--- src/sv/lqph_pkg.sv ---
// package: shared types, widths and codes of the quantized polynomial hash
`default_nettype none

package lqph_pkg;

    // field and register widths
    localparam int PIXEL_W   = 8;
    localparam int SHIFT_W   = 12;
    localparam int DIV_W     = 12;
    localparam int MOD_W     = 16;
    localparam int MUL_W     = 16;
    localparam int HASH_W    = 16;
    localparam int RES_W     = 16;
    localparam int CFG_IDX_W = 2;
    localparam int CFG_DAT_W = 16;

    // configuration register indexes
    localparam logic [CFG_IDX_W-1:0] CFG_DIVISOR    = 2'd0;
    localparam logic [CFG_IDX_W-1:0] CFG_MODULUS    = 2'd1;
    localparam logic [CFG_IDX_W-1:0] CFG_MULTIPLIER = 2'd2;

    // configuration reset values
    localparam logic [DIV_W-1:0] DIVISOR_RST    = 12'd4;
    localparam logic [MOD_W-1:0] MODULUS_RST    = 16'd255;
    localparam logic [MUL_W-1:0] MULTIPLIER_RST = 16'd16;

    // iteration counts, two bits retired per cycle
    localparam int QUOT_W    = SHIFT_W;
    localparam int FOLD_W    = 34;
    localparam int DIV_STEPS = QUOT_W / 2;
    localparam int MOD_STEPS = FOLD_W / 2;
    localparam int CNT_W     = 5;

    localparam logic [CNT_W-1:0] DIV_LAST = CNT_W'(DIV_STEPS - 1);
    localparam logic [CNT_W-1:0] MOD_LAST = CNT_W'(MOD_STEPS - 1);

    // controller states
    typedef enum logic [2:0] {
        S_IDLE,
        S_DIV,
        S_MUL,
        S_MOD,
        S_DONE
    } t_state;

    // controller to datapath commands
    typedef struct packed {
        logic load;
        logic div_step;
        logic mul;
        logic mod_step;
        logic commit;
        logic out_load;
    } t_cmd;

    // datapath to controller status
    typedef struct packed {
        logic last;
    } t_status;

endpackage

`default_nettype wire

--- src/sv/lqph_in_if.sv ---
// interface: input item channel (pixel, shift, last)
`default_nettype none

interface lqph_in_if
    import lqph_pkg::*;
();
    logic               valid;
    logic               ready;
    logic [PIXEL_W-1:0] pixel;
    logic [SHIFT_W-1:0] shift;
    logic               last;

    modport source (output valid, output pixel, output shift, output last, input ready);
    modport sink   (input valid, input pixel, input shift, input last, output ready);
endinterface

`default_nettype wire

--- src/sv/lqph_out_if.sv ---
// interface: result item channel (hash)
`default_nettype none

interface lqph_out_if
    import lqph_pkg::*;
();
    logic              valid;
    logic              ready;
    logic [HASH_W-1:0] hash;

    modport source (output valid, output hash, input ready);
    modport sink   (input valid, input hash, output ready);
endinterface

`default_nettype wire

--- src/sv/lqph_ctrl.sv ---
// module: controller state machine sequencing divide, multiply and fold
`default_nettype none

module lqph_ctrl
    import lqph_pkg::*;
(
    input  wire logic    i_clk,
    input  wire logic    i_rst_n,
    input  wire logic    i_in_valid,
    output logic         o_in_ready,
    input  wire logic    i_out_ready,
    output logic         o_out_valid,
    input  wire t_status i_status,
    output t_cmd         o_cmd
);

    t_state             r_state, n_state;
    logic [CNT_W-1:0]   r_cnt, n_cnt;
    logic               r_out_valid, n_out_valid;
    logic               out_free;

    assign out_free = !r_out_valid || i_out_ready;

    // state registers
    always_ff @(posedge i_clk) begin
        if (!i_rst_n) begin
            r_state     <= S_IDLE;
            r_cnt       <= '0;
            r_out_valid <= 1'b0;
        end else begin
            r_state     <= n_state;
            r_cnt       <= n_cnt;
            r_out_valid <= n_out_valid;
        end
    end

    // next state and step counter
    always_comb begin
        n_state = r_state;
        n_cnt   = r_cnt;
        unique case (r_state)
            S_IDLE: begin
                n_cnt = '0;
                if (i_in_valid) begin
                    n_state = S_DIV;
                end
            end
            S_DIV: begin
                if (r_cnt == DIV_LAST) begin
                    n_state = S_MUL;
                    n_cnt   = '0;
                end else begin
                    n_cnt = r_cnt + 1'b1;
                end
            end
            S_MUL: begin
                n_state = S_MOD;
                n_cnt   = '0;
            end
            S_MOD: begin
                if (r_cnt == MOD_LAST) begin
                    n_state = S_DONE;
                    n_cnt   = '0;
                end else begin
                    n_cnt = r_cnt + 1'b1;
                end
            end
            S_DONE: begin
                // a final item waits for the output register to drain
                if (!i_status.last || out_free) begin
                    n_state = S_IDLE;
                end
            end
            default: begin
                n_state = S_IDLE;
                n_cnt   = '0;
            end
        endcase
    end

    // command outputs
    always_comb begin
        o_cmd       = '0;
        o_in_ready  = 1'b0;
        n_out_valid = r_out_valid && !i_out_ready;
        unique case (r_state)
            S_IDLE: begin
                o_in_ready = 1'b1;
                o_cmd.load = i_in_valid;
            end
            S_DIV: begin
                o_cmd.div_step = 1'b1;
            end
            S_MUL: begin
                o_cmd.mul = 1'b1;
            end
            S_MOD: begin
                o_cmd.mod_step = 1'b1;
            end
            S_DONE: begin
                if (!i_status.last) begin
                    o_cmd.commit = 1'b1;
                end else if (out_free) begin
                    o_cmd.commit   = 1'b1;
                    o_cmd.out_load = 1'b1;
                    n_out_valid    = 1'b1;
                end
            end
            default: begin
                o_cmd = '0;
            end
        endcase
    end

    assign o_out_valid = r_out_valid;

endmodule

`default_nettype wire

--- src/sv/lqph_dpath.sv ---
// module: datapath with config registers, radix-4 divider, multiplier and modular fold
`default_nettype none

module lqph_dpath
    import lqph_pkg::*;
(
    input  wire logic                 i_clk,
    input  wire logic                 i_rst_n,
    input  wire logic                 i_cfg_we,
    input  wire logic [CFG_IDX_W-1:0] i_cfg_idx,
    input  wire logic [CFG_DAT_W-1:0] i_cfg_data,
    input  wire logic [PIXEL_W-1:0]   i_pixel,
    input  wire logic [SHIFT_W-1:0]   i_shift,
    input  wire logic                 i_last,
    input  wire t_cmd                 i_cmd,
    output t_status                   o_status,
    output logic [HASH_W-1:0]         o_hash
);

    logic [DIV_W-1:0]  r_div;
    logic [MOD_W-1:0]  r_mod;
    logic [MUL_W-1:0]  r_mul;
    logic [RES_W-1:0]  r_res, n_res;
    logic              r_neg, r_last;
    logic [QUOT_W-1:0] r_q, n_q;
    logic [MOD_W-1:0]  r_rem, n_rem;
    logic [FOLD_W-1:0] r_x, n_x;
    logic [HASH_W-1:0] r_hash;

    logic [DIV_W-1:0]       w_eff;
    logic [MOD_W-1:0]       m_eff;
    logic [SHIFT_W-1:0]     mag;
    logic [DIV_W:0]         dt1, dt2, dr1, dr2;
    logic                   dq1, dq2;
    logic [MOD_W:0]         mt1, mt2, mr1, mr2;
    logic [2*RES_W-1:0]     prod;
    logic [MOD_W+QUOT_W-1:0] addend;
    logic [FOLD_W-2:0]      fold_sum;

    // effective divisor and modulus
    assign w_eff = (r_div == '0) ? DIV_W'(1) : r_div;
    assign m_eff = (r_mod < MOD_W'(2)) ? MOD_W'(1) : r_mod;

    // magnitude of pixel minus shift
    assign mag = ({4'b0, i_pixel} >= i_shift) ? ({4'b0, i_pixel} - i_shift)
                                             : (i_shift - {4'b0, i_pixel});

    // two restoring division steps
    always_comb begin
        dt1 = {r_rem[DIV_W-1:0], r_q[QUOT_W-1]};
        dq1 = (dt1 >= {1'b0, w_eff});
        dr1 = dq1 ? (dt1 - {1'b0, w_eff}) : dt1;
        dt2 = {dr1[DIV_W-1:0], r_q[QUOT_W-2]};
        dq2 = (dt2 >= {1'b0, w_eff});
        dr2 = dq2 ? (dt2 - {1'b0, w_eff}) : dt2;
    end

    // two modular reduction steps
    always_comb begin
        mt1 = {r_rem, r_x[FOLD_W-1]};
        mr1 = (mt1 >= {1'b0, m_eff}) ? (mt1 - {1'b0, m_eff}) : mt1;
        mt2 = {mr1[MOD_W-1:0], r_x[FOLD_W-2]};
        mr2 = (mt2 >= {1'b0, m_eff}) ? (mt2 - {1'b0, m_eff}) : mt2;
    end

    // horner term: residue times multiplier plus quotient, negatives lifted by modulus
    always_comb begin
        prod     = r_res * r_mul;
        addend   = r_neg ? ({m_eff, {QUOT_W{1'b0}}} - {{MOD_W{1'b0}}, r_q})
                         : {{MOD_W{1'b0}}, r_q};
        fold_sum = {1'b0, prod} + {{(FOLD_W-1-(MOD_W+QUOT_W)){1'b0}}, addend};
    end

    // next values of the working registers
    always_comb begin
        n_q   = r_q;
        n_rem = r_rem;
        n_x   = r_x;
        n_res = r_res;
        if (i_cmd.load) begin
            n_q   = mag;
            n_rem = '0;
        end else if (i_cmd.div_step) begin
            n_q   = {r_q[QUOT_W-3:0], dq1, dq2};
            n_rem = {{(MOD_W-DIV_W){1'b0}}, dr2[DIV_W-1:0]};
        end else if (i_cmd.mul) begin
            n_x   = {1'b0, fold_sum};
            n_rem = '0;
        end else if (i_cmd.mod_step) begin
            n_x   = {r_x[FOLD_W-3:0], 2'b00};
            n_rem = mr2[MOD_W-1:0];
        end else if (i_cmd.commit) begin
            n_res = r_last ? '0 : RES_W'(r_rem);
        end
    end

    // config and running residue
    always_ff @(posedge i_clk) begin
        if (!i_rst_n) begin
            r_div <= DIVISOR_RST;
            r_mod <= MODULUS_RST;
            r_mul <= MULTIPLIER_RST;
            r_res <= '0;
        end else begin
            r_res <= n_res;
            if (i_cfg_we) begin
                unique case (i_cfg_idx)
                    CFG_DIVISOR:    r_div <= i_cfg_data[DIV_W-1:0];
                    CFG_MODULUS:    r_mod <= i_cfg_data[MOD_W-1:0];
                    CFG_MULTIPLIER: r_mul <= i_cfg_data[MUL_W-1:0];
                    default:        r_div <= r_div;
                endcase
            end
        end
    end

    // payload registers
    always_ff @(posedge i_clk) begin
        r_q   <= n_q;
        r_rem <= n_rem;
        r_x   <= n_x;
        if (i_cmd.load) begin
            r_neg  <= ({4'b0, i_pixel} < i_shift);
            r_last <= i_last;
        end
        if (i_cmd.out_load) begin
            r_hash <= HASH_W'(r_rem);
        end
    end

    assign o_status.last = r_last;
    assign o_hash        = r_hash;

endmodule

`default_nettype wire

--- src/sv/lsh_quantized_polynomial_hash.sv ---
// top level: quantized polynomial hash with controller and datapath
// items are taken one at a time: the accepting idle state, 6 radix-4 divide steps,
// a multiply step, 17 radix-4 modular fold steps and a commit state
// a result is valid once its final item has been committed, and holds until taken
// the next item is accepted while a result waits; a later final item holds in its
// commit cycle until the output register drains; synchronous active-low reset
// restores divisor 4, modulus 255, multiplier 16, residue 0
`default_nettype none

module lsh_quantized_polynomial_hash
    import lqph_pkg::*;
(
    input  wire logic                 i_clk,
    input  wire logic                 i_rst_n,
    lqph_in_if.sink                   i_in,
    lqph_out_if.source                o_out,
    input  wire logic                 i_cfg_we,
    input  wire logic [CFG_IDX_W-1:0] i_cfg_idx,
    input  wire logic [CFG_DAT_W-1:0] i_cfg_data
);

    t_cmd    cmd;
    t_status status;

    // sequencing
    lqph_ctrl u_ctrl (
        .i_clk       (i_clk),
        .i_rst_n     (i_rst_n),
        .i_in_valid  (i_in.valid),
        .o_in_ready  (i_in.ready),
        .i_out_ready (o_out.ready),
        .o_out_valid (o_out.valid),
        .i_status    (status),
        .o_cmd       (cmd)
    );

    // arithmetic and state
    lqph_dpath u_dpath (
        .i_clk      (i_clk),
        .i_rst_n    (i_rst_n),
        .i_cfg_we   (i_cfg_we),
        .i_cfg_idx  (i_cfg_idx),
        .i_cfg_data (i_cfg_data),
        .i_pixel    (i_in.pixel),
        .i_shift    (i_in.shift),
        .i_last     (i_in.last),
        .i_cmd      (cmd),
        .o_status   (status),
        .o_hash     (o_out.hash)
    );

endmodule

`default_nettype wire

--- src/flat_wrapper.sv ---
// flat-port wrapper written by rule: the top's interface ports become plain ports
module lsh_quantized_polynomial_hash_flat import lqph_pkg::*;
  (i_clk, i_rst_n, i_cfg_we, i_cfg_idx, i_cfg_data, i_in_valid, i_in_pixel, i_in_shift, i_in_last, i_in_ready, o_out_valid, o_out_hash, o_out_ready);
  lqph_in_if i_in_i ();
  lqph_out_if o_out_i ();
  input  wire logic i_clk;
  input  wire logic i_rst_n;
  input  wire logic i_cfg_we;
  input  wire logic [CFG_IDX_W-1:0] i_cfg_idx;
  input  wire logic [CFG_DAT_W-1:0] i_cfg_data;
  input wire logic [$bits(i_in_i.valid)-1:0] i_in_valid;
  input wire logic [$bits(i_in_i.pixel)-1:0] i_in_pixel;
  input wire logic [$bits(i_in_i.shift)-1:0] i_in_shift;
  input wire logic [$bits(i_in_i.last)-1:0] i_in_last;
  output wire logic [$bits(i_in_i.ready)-1:0] i_in_ready;
  output wire logic [$bits(o_out_i.valid)-1:0] o_out_valid;
  output wire logic [$bits(o_out_i.hash)-1:0] o_out_hash;
  input wire logic [$bits(o_out_i.ready)-1:0] o_out_ready;
  assign i_in_i.valid = i_in_valid;
  assign i_in_i.pixel = i_in_pixel;
  assign i_in_i.shift = i_in_shift;
  assign i_in_i.last = i_in_last;
  assign i_in_ready = i_in_i.ready;
  assign o_out_valid = o_out_i.valid;
  assign o_out_hash = o_out_i.hash;
  assign o_out_i.ready = o_out_ready;
  lsh_quantized_polynomial_hash u_core (.i_clk(i_clk), .i_rst_n(i_rst_n), .i_in(i_in_i), .o_out(o_out_i), .i_cfg_we(i_cfg_we), .i_cfg_idx(i_cfg_idx), .i_cfg_data(i_cfg_data));
endmodule
--- config.mk ---
export PLATFORM = sky130hd
export DESIGN_NAME = lsh_quantized_polynomial_hash_flat
export DESIGN_NICKNAME = d
export VERILOG_FILES = /design/src/sv/lqph_pkg.sv /design/src/sv/lqph_in_if.sv /design/src/sv/lqph_out_if.sv /design/src/sv/lqph_ctrl.sv /design/src/sv/lqph_dpath.sv /design/src/sv/lsh_quantized_polynomial_hash.sv /design/src/flat_wrapper.sv
export SDC_FILE = /design/constraint.sdc
export NUM_CORES = 1
export LEC_CHECK = 0
export CAP_MARGIN = 10
export CORE_MARGIN = 2
export CORE_UTILIZATION = 35
export CTS_CLUSTER_DIAMETER = 50
export DETAILED_ROUTE_END_ITERATION = 8
export DONT_BUFFER_PORTS = 1
export GPL_ROUTABILITY_DRIVEN = 0
export SLEW_MARGIN = 20
export SYNTH_ARGS = -nofsm -noshare
export SYNTH_HDL_FRONTEND = slang
export SYNTH_SLANG_ARGS = --single-unit
--- constraint.sdc ---
create_clock -name i_clk -period 11.51 [get_ports i_clk]
set_input_delay 2.302 -clock i_clk [delete_from_list [all_inputs] [get_ports i_clk]]
set_output_delay 2.302 -clock i_clk [all_outputs]
set_load 0.02 [all_outputs]
**Yosys cells after proc, flatten, opt, wreduce, memory -nomap -nowiden**

Index checks and enable logic that the tools add are counted.
W data, S select, Z words.

- Bits in registers: 149
- Input bits: 44
- Output and inout bits: 18
- Word-level logic and storage cells: 103

- $add $sub $neg: 9
- $mul: 1
- Magnitude comparators: 7
- Eq/ne operators: 12
- Multiplexer cells: 36
- Bitwise operators: 4
- Reductions and logical operators: 19

Operators with widths:

| operator | count |
|---|---|
| $mux W12 | 9 |
| $mux W16 | 4 |
| $ge A17 B16 Y1 | 2 |
| $mux W34 | 1 |
| $add A32 B28 Y33 | 1 |
| $mux W33 | 1 |
| $mul A16 B16 Y32 | 1 |
| $sub A16 B16 Y16 | 2 |
| $mux W28 | 1 |
| $sub A28 B12 Y28 | 1 |
| $ge A13 B12 Y1 | 2 |
| $sub A12 B12 Y12 | 2 |
| $lt A16 B2 Y1 const B | 1 |
| $pmux W3 S5 | 1 |
| $pmux W5 S3 | 1 |
| $ge A8 B12 Y1 | 1 |
| $logic_not A12 Y1 | 1 |
| $lt A8 B12 Y1 | 1 |
| $mux W3 | 4 |
| $sub A12 B8 Y12 | 1 |
| $sub A8 B12 Y12 | 1 |
| $mux W1 | 10 |
| $mux W5 | 2 |
| $ne A2 B2 Y1 const B | 4 |
| other kinds (22) | 33 |

**Depth between registers and ports, before layout**

- Depth after elaboration: 9
- Depth in mapped cells: 26
- Mapped depth without buffers: 25

**Cells and area by module**

From an unflattened synthesis, not the netlist that was laid out.

- Cell total of the unflattened synthesis: 2,301
- Area, all modules: 19,809.0 um2

By module, submodules not included:

| module | times used | cells each | area each (um2) | sequential area each (um2) |
|---|---|---|---|---|
| lqph_dpath | 1 | 2,235 | 19,271.0 | 3,443.3 |
| lqph_ctrl | 1 | 66 | 538.0 | 180.2 |

**Worst setup path before layout**

OpenSTA, ideal clock, no wires.

- Path kind: reg-to-reg
- Start: reg u_core.u_dpath.r_mul[6]
- End: reg u_core.u_dpath.r_x[22] (data pin)
- Library setup time: 0.263 ns
- Data arrival time: 6.060 ns
- Required time: 11.247 ns
- Path slack: 5.187 ns
- Stages on the path, launching flop included: 25
- Buffers on the path: 2
- Clock period less this slack: 6.323 ns
- Path through: dfxtp_1 > clkbuf_1 > clkbuf_1 > nand2_1 > fa_1 > inv_1 > fa_1 > inv_1 > fa_1 > inv_1 > fa_1 > inv_1 > fa_1 > fa_1 > inv_1 > ha_1 > and3_1 > a221oi_1 > o21ai_0 > a31o_2 > a31o_2 > a21o_1 > a21oi_1 > xor2_1 > o21ai_1

- Word-level cells in the longest chain between the ends: 3

RTL lines:

| what | line | text |
|---|---|---|
| from (decl) | lqph_dpath.sv:22 | `logic [MUL_W-1:0] r_mul;` |
| from (signal assigned) | lqph_dpath.sv:110 | `CFG_MULTIPLIER: r_mul <= i_cfg_data[MUL_W-1:0];` |
| $mul A16 B16 Y32 | lqph_dpath.sv:68 | `prod = r_res * r_mul;` |
| $add A32 B28 Y33 | lqph_dpath.sv:71 | `fold_sum = {1'b0, prod} + {{(FOLD_W-1-(MOD_W+QUOT_W)){1'b0}}, addend};` |
| $mux W33 | lqph_dpath.sv:86 | `end else if (i_cmd.mul) begin` |
| to (signal assigned) | lqph_dpath.sv:121 | `r_x <= n_x;` |
| to (decl) | lqph_dpath.sv:27 | `logic [FOLD_W-1:0] r_x, n_x;` |

No other way between the ends.
A chain may end at the register's enable or synchronous reset.

**Worst setup path after layout**

- Start: reg u_core.u_dpath.r_mod[8]
- End: reg u_core.u_dpath.r_x[22] (data pin)

- Word-level cells in the longest chain between the ends: 6

RTL lines:

| what | line | text |
|---|---|---|
| from (decl) | lqph_dpath.sv:21 | `logic [MOD_W-1:0] r_mod;` |
| from (signal assigned) | lqph_dpath.sv:109 | `CFG_MODULUS: r_mod <= i_cfg_data[MOD_W-1:0];` |
| $lt A16 B2 Y1 | lqph_dpath.sv:42 | `assign m_eff = (r_mod < MOD_W'(2)) ? MOD_W'(1) : r_mod;` |
| $mux W16 (*) | lqph_dpath.sv:42 |  |
| $sub A28 B12 Y28 (*) | lqph_dpath.sv:69 | `addend = r_neg ? ({m_eff, {QUOT_W{1'b0}}} - {{MOD_W{1'b0}}, r_q})` |
| $mux W28 (*) | lqph_dpath.sv:69 |  |
| $add A32 B28 Y33 (*) | lqph_dpath.sv:71 |  |
| $mux W33 (*) | lqph_dpath.sv:86 |  |

Mark *: on every way between the ends. The rest lies on a longest branch, timed or not.

==> impl_metrics.csv <==
group,metric,value,unit
logic_synthesis,synth_seq_cells,149,
global_route,grt_antenna_before_repair,1,
clock_network,worstSkewPairLatency,490,ps
worst_setup_path,worstSetupPathType,"register to register",
drt,antenna_left,0,
worst_setup_path,start_kind,"register",
drt,drt-total-wl,53130,um
clock_network,clk_path_buf_depth,2,
worst_setup_path,path_delay_family,"adder cells",
clock_network,cts_sinks,149,
logic_synthesis,netlist.area_leader.share,23.34,%
clock_network,cts-root-buf,"clkbuf_16",
place,preCtsSetupSlack,4692,ps
logic_synthesis,synth_nets,2759,
die,pin_count,62,
sta,max_freq,145.2,MHz
clock_network,cts_tree,"yes",
die,dieArea,58030,um2
sta,slew_headroom,24.13,%
clock_network,ctsHoldBuffers,0,
global_route,use_met2,31.57,%
sta,setup_viol,0,
worst_setup_path,r2r_slack,4620,ps
worst_setup_path,cp_max_fo,5,
worst_setup_path,arrival,7090,ps
power_and_ir_drop,p_leak,9.338,nW
layout,diodes,0,
logic_synthesis,syn_avg_cell_area,8.524,um2
sta,finalSetupTns,0,ps
layout,final_common_cell,"nand2_1",
worst_setup_path,cp_common_cell,"fa_1",
clock_network,clk_pin_slew_worst_paths,70,ps
logic_synthesis,netlist_area,19640,um2
logic_synthesis,synth_seq_area_share,18.45,%
layout,fin_nets,2683,
layout,drive_above_1_share,4.418,%
logic_synthesis,yosysUniqueCellTypes,85,
die,initial_core_util,35.51,%
drt,drc,0,
global_route,grtUsageMet3,4.049,%
outcome,outcome,"finished, final reports clean",
layout,area_growth_syn_to_layout,5.969,%
clock_network,htree_levels,4,
place,port_buffers,0,
global_route,grt_pass1_wl,85950,um
power_and_ir_drop,ir_drop,220.6,uV
place,dpl_cell_area,20220,um2
worst_setup_path,r2r-start,"u_core.u_dpath.r_mod[8]",
drt,drtIter0Drc,1012,
sta,hold_viol,0,
global_route,grt_use_met1,24.27,%
clock_network,post-cts-setup-buffers,0,
global_route,first_global_vias,15910,
logic_synthesis,synth_edf_count,64,
logic_synthesis,synth-main-ff-cell,"dfxtp_1",
logic_synthesis,synthArstFlopShare,0,%
clock_network,cts-resized-gates,0,
global_route,grt_overflow,0,
worst_setup_path,slowest_stage,"fa_1",
logic_synthesis,synth_top_cell_by_area,"fa_1",
die,dieHeight,240.9,um
layout,finalInstanceArea,20810,um2
layout,finish.utilization,37.63,%
die,die_w,240.9,um
layout,final_cell_mix,"nand2_1, inv_1, fa_1",
logic_synthesis,yosysWarnings,0,
place,dp_hpwl,43090,um
sta,drv_slew,0,
sta,skew,16.76,ps
worst_setup_path,crit_chain,"nor3_1 -> nand2_1 -> nor4_1 -> a41oi_2 -> o21ai_1 -> or3_1 -> a21bo_2 -> fa_1 -> fa_1 -> fa_1 -> fa_1 -> inv_1 -> ha_1 -> and3_1 -> a221oi_1 -> o21ai_0 -> a31o_2 -> a31o_2 -> a21o_1 -> a21oi_1 -> xor2_1 -> o21ai_1",
drt,vias,15570,
drt,via_per_inst,5.210,
global_route,grt_usage,19.11,%
run,drv_cap,0,
worst_setup_path,cp-startpoint,"u_core.u_dpath.r_mod[8]",
die,core,55310,um2
hold_path,min_path_type,"register to register",
drt,routedWlPerCell,17.78,um
die,rows,86,
global_route,grt_start_max_net_pins,60,
worst_setup_path,cp.depth,22,
worst_setup_path,r2r_cells,22,
sta,max_slew.worst_pin.slew,1133,ps
sta,rsz0062_at_grt,"false",
power_and_ir_drop,power_density,210.6,nW/um2
drt,dr.pass1.iters,8,
worst_setup_path,cp_num_buf_inv,1,
clock_network,numCtsBuffers,17,
worst_setup_path,required,11720,ps
logic_synthesis,synth_area_leaders,"fa_1, ha_1, edfxtp_1, dfxtp_1, nand2_1",
sta,fin_ws,4623,ps
sta,min_period,6887,ps
hold_path,min_from,"u_core.u_dpath.r_div[7]",
worst_setup_path,endpoint_kind,"register",
logic_synthesis,syn_inst,2304,
power_and_ir_drop,power,4.384,mW
worst_setup_path,r2r-end,"u_core.u_dpath.r_x[22]",
worst_setup_path,max_stage_delay,550,ps
worst_setup_path,cp-endpoint,"u_core.u_dpath.r_x[22]",
sta,finalCritPeriodShare,59.84,%
global_route,grt_busiest_layer,"met2",
-- per-layer routing --
metal  routed length (um)  up-vias
li1                     -     7410
met1                23210     7639
met2                24820      426
met3                 3069       95
met4                 2028        2
met5                   13        -
-- power by group --
part	switching (mW)	leakage, nW	internal [mW]	total (mW)
logic	1.75	7.75	1.17	2.92
registers	0.173	1.29	0.706	0.879
clock network	0.266	0.293	0.316	0.582
-- sequential cells by signal (all words and copies together), names as in the netlist --
signal and count:
u_core.u_dpath.r_neg 1, u_core.u_dpath.r_div 12, u_core.u_ctrl.r_cnt 5, u_core.u_ctrl.o_out_valid 1
u_core.u_dpath.o_hash 16, u_core.u_dpath.r_x 34, u_core.u_ctrl.r_state 3, u_core.u_dpath.r_mul 16
u_core.u_dpath.r_rem 16, u_core.u_dpath.o_status 1, u_core.u_dpath.r_res 16, u_core.u_dpath.r_q 12
u_core.u_dpath.r_mod 16
-- stage by stage --
step / std cells / hold slack, ps
after floorplan: 2304 / 435.9
after global placement: 2957 / 464.6
after detailed placement: 2957 / 470.9
after CTS: 2989 / 481.8
after global routing: 2989 / 512.2
final: 2989 / 481.9
-- cell usage after synthesis, types with 18 or more instances --
library cell / n
o21a_1: 26
nor2b_1: 19
and2_1: 94
ha_1: 182
mux2_2: 18
nor3_1: 28
o21ai_0: 99
a31oi_1: 21
a21o_1: 30
a21oi_1: 125
edfxtp_1: 64
nand2_1: 375
dfxtp_1: 85
fa_1: 229
nor2_1: 76
xor2_1: 39
xnor2_1: 53
inv_1: 351
clkbuf_1: 88
and3_1: 18
nand3_1: 31
-- kinds of logic after synthesis --
family	count (synthesis)	synth area share (%)
compound gates	440	14.49
simple gates	723	17.23
mux	33	1.854
xor+xnor	92	4.103
fa+ha+maj	411	34.94
flops	149	18.45
buf+inv	456	8.938
-- how the worst min path moves through the flow --
stage	end	slack, ps	depth (start not counted)
after floorplan	u_core.u_dpath.r_div[0]	440	2
after global placement	u_core.u_dpath.r_div[0]	460	2
after detailed placement	u_core.u_dpath.r_div[0]	470	2
after CTS	u_core.u_dpath.r_div[0]	480	2
after global routing	u_core.u_dpath.r_div[7]	510	2
final	u_core.u_dpath.r_div[7]	480	2
-- worst reg2reg max path, stage by stage (launching register included) --
cell and delay (ps):
dfxtp_1 350, nor3_1 400, nand2_1 160, nor4_1 470, a41oi_2 340, o21ai_1 330
or3_1 230, a21bo_2 170, fa_1 460, fa_1 550, fa_1 440, fa_1 540
inv_1 40, ha_1 340, and3_1 200, a221oi_1 300, o21ai_0 150, a31o_2 280
a31o_2 280, a21o_1 180, a21oi_1 160, xor2_1 160, o21ai_1 70
-- final cells by class --
| cell class | instances | area [um2] |
|---|---|---|
| Clock buffer | 19 | 454.2 |
| Clock inverter | 13 | 135.1 |
| Fill cell | 5691 | 34500 |
| Multi-Input combinational cell | 1699 | 14270 |
| Tap cell | 748 | 935.9 |
| Sequential cell | 149 | 3623 |
| Inverter | 352 | 1323 |
| Timing Repair Buffer | 9 | 67.56 |
(Power assumes the default switching activity.)
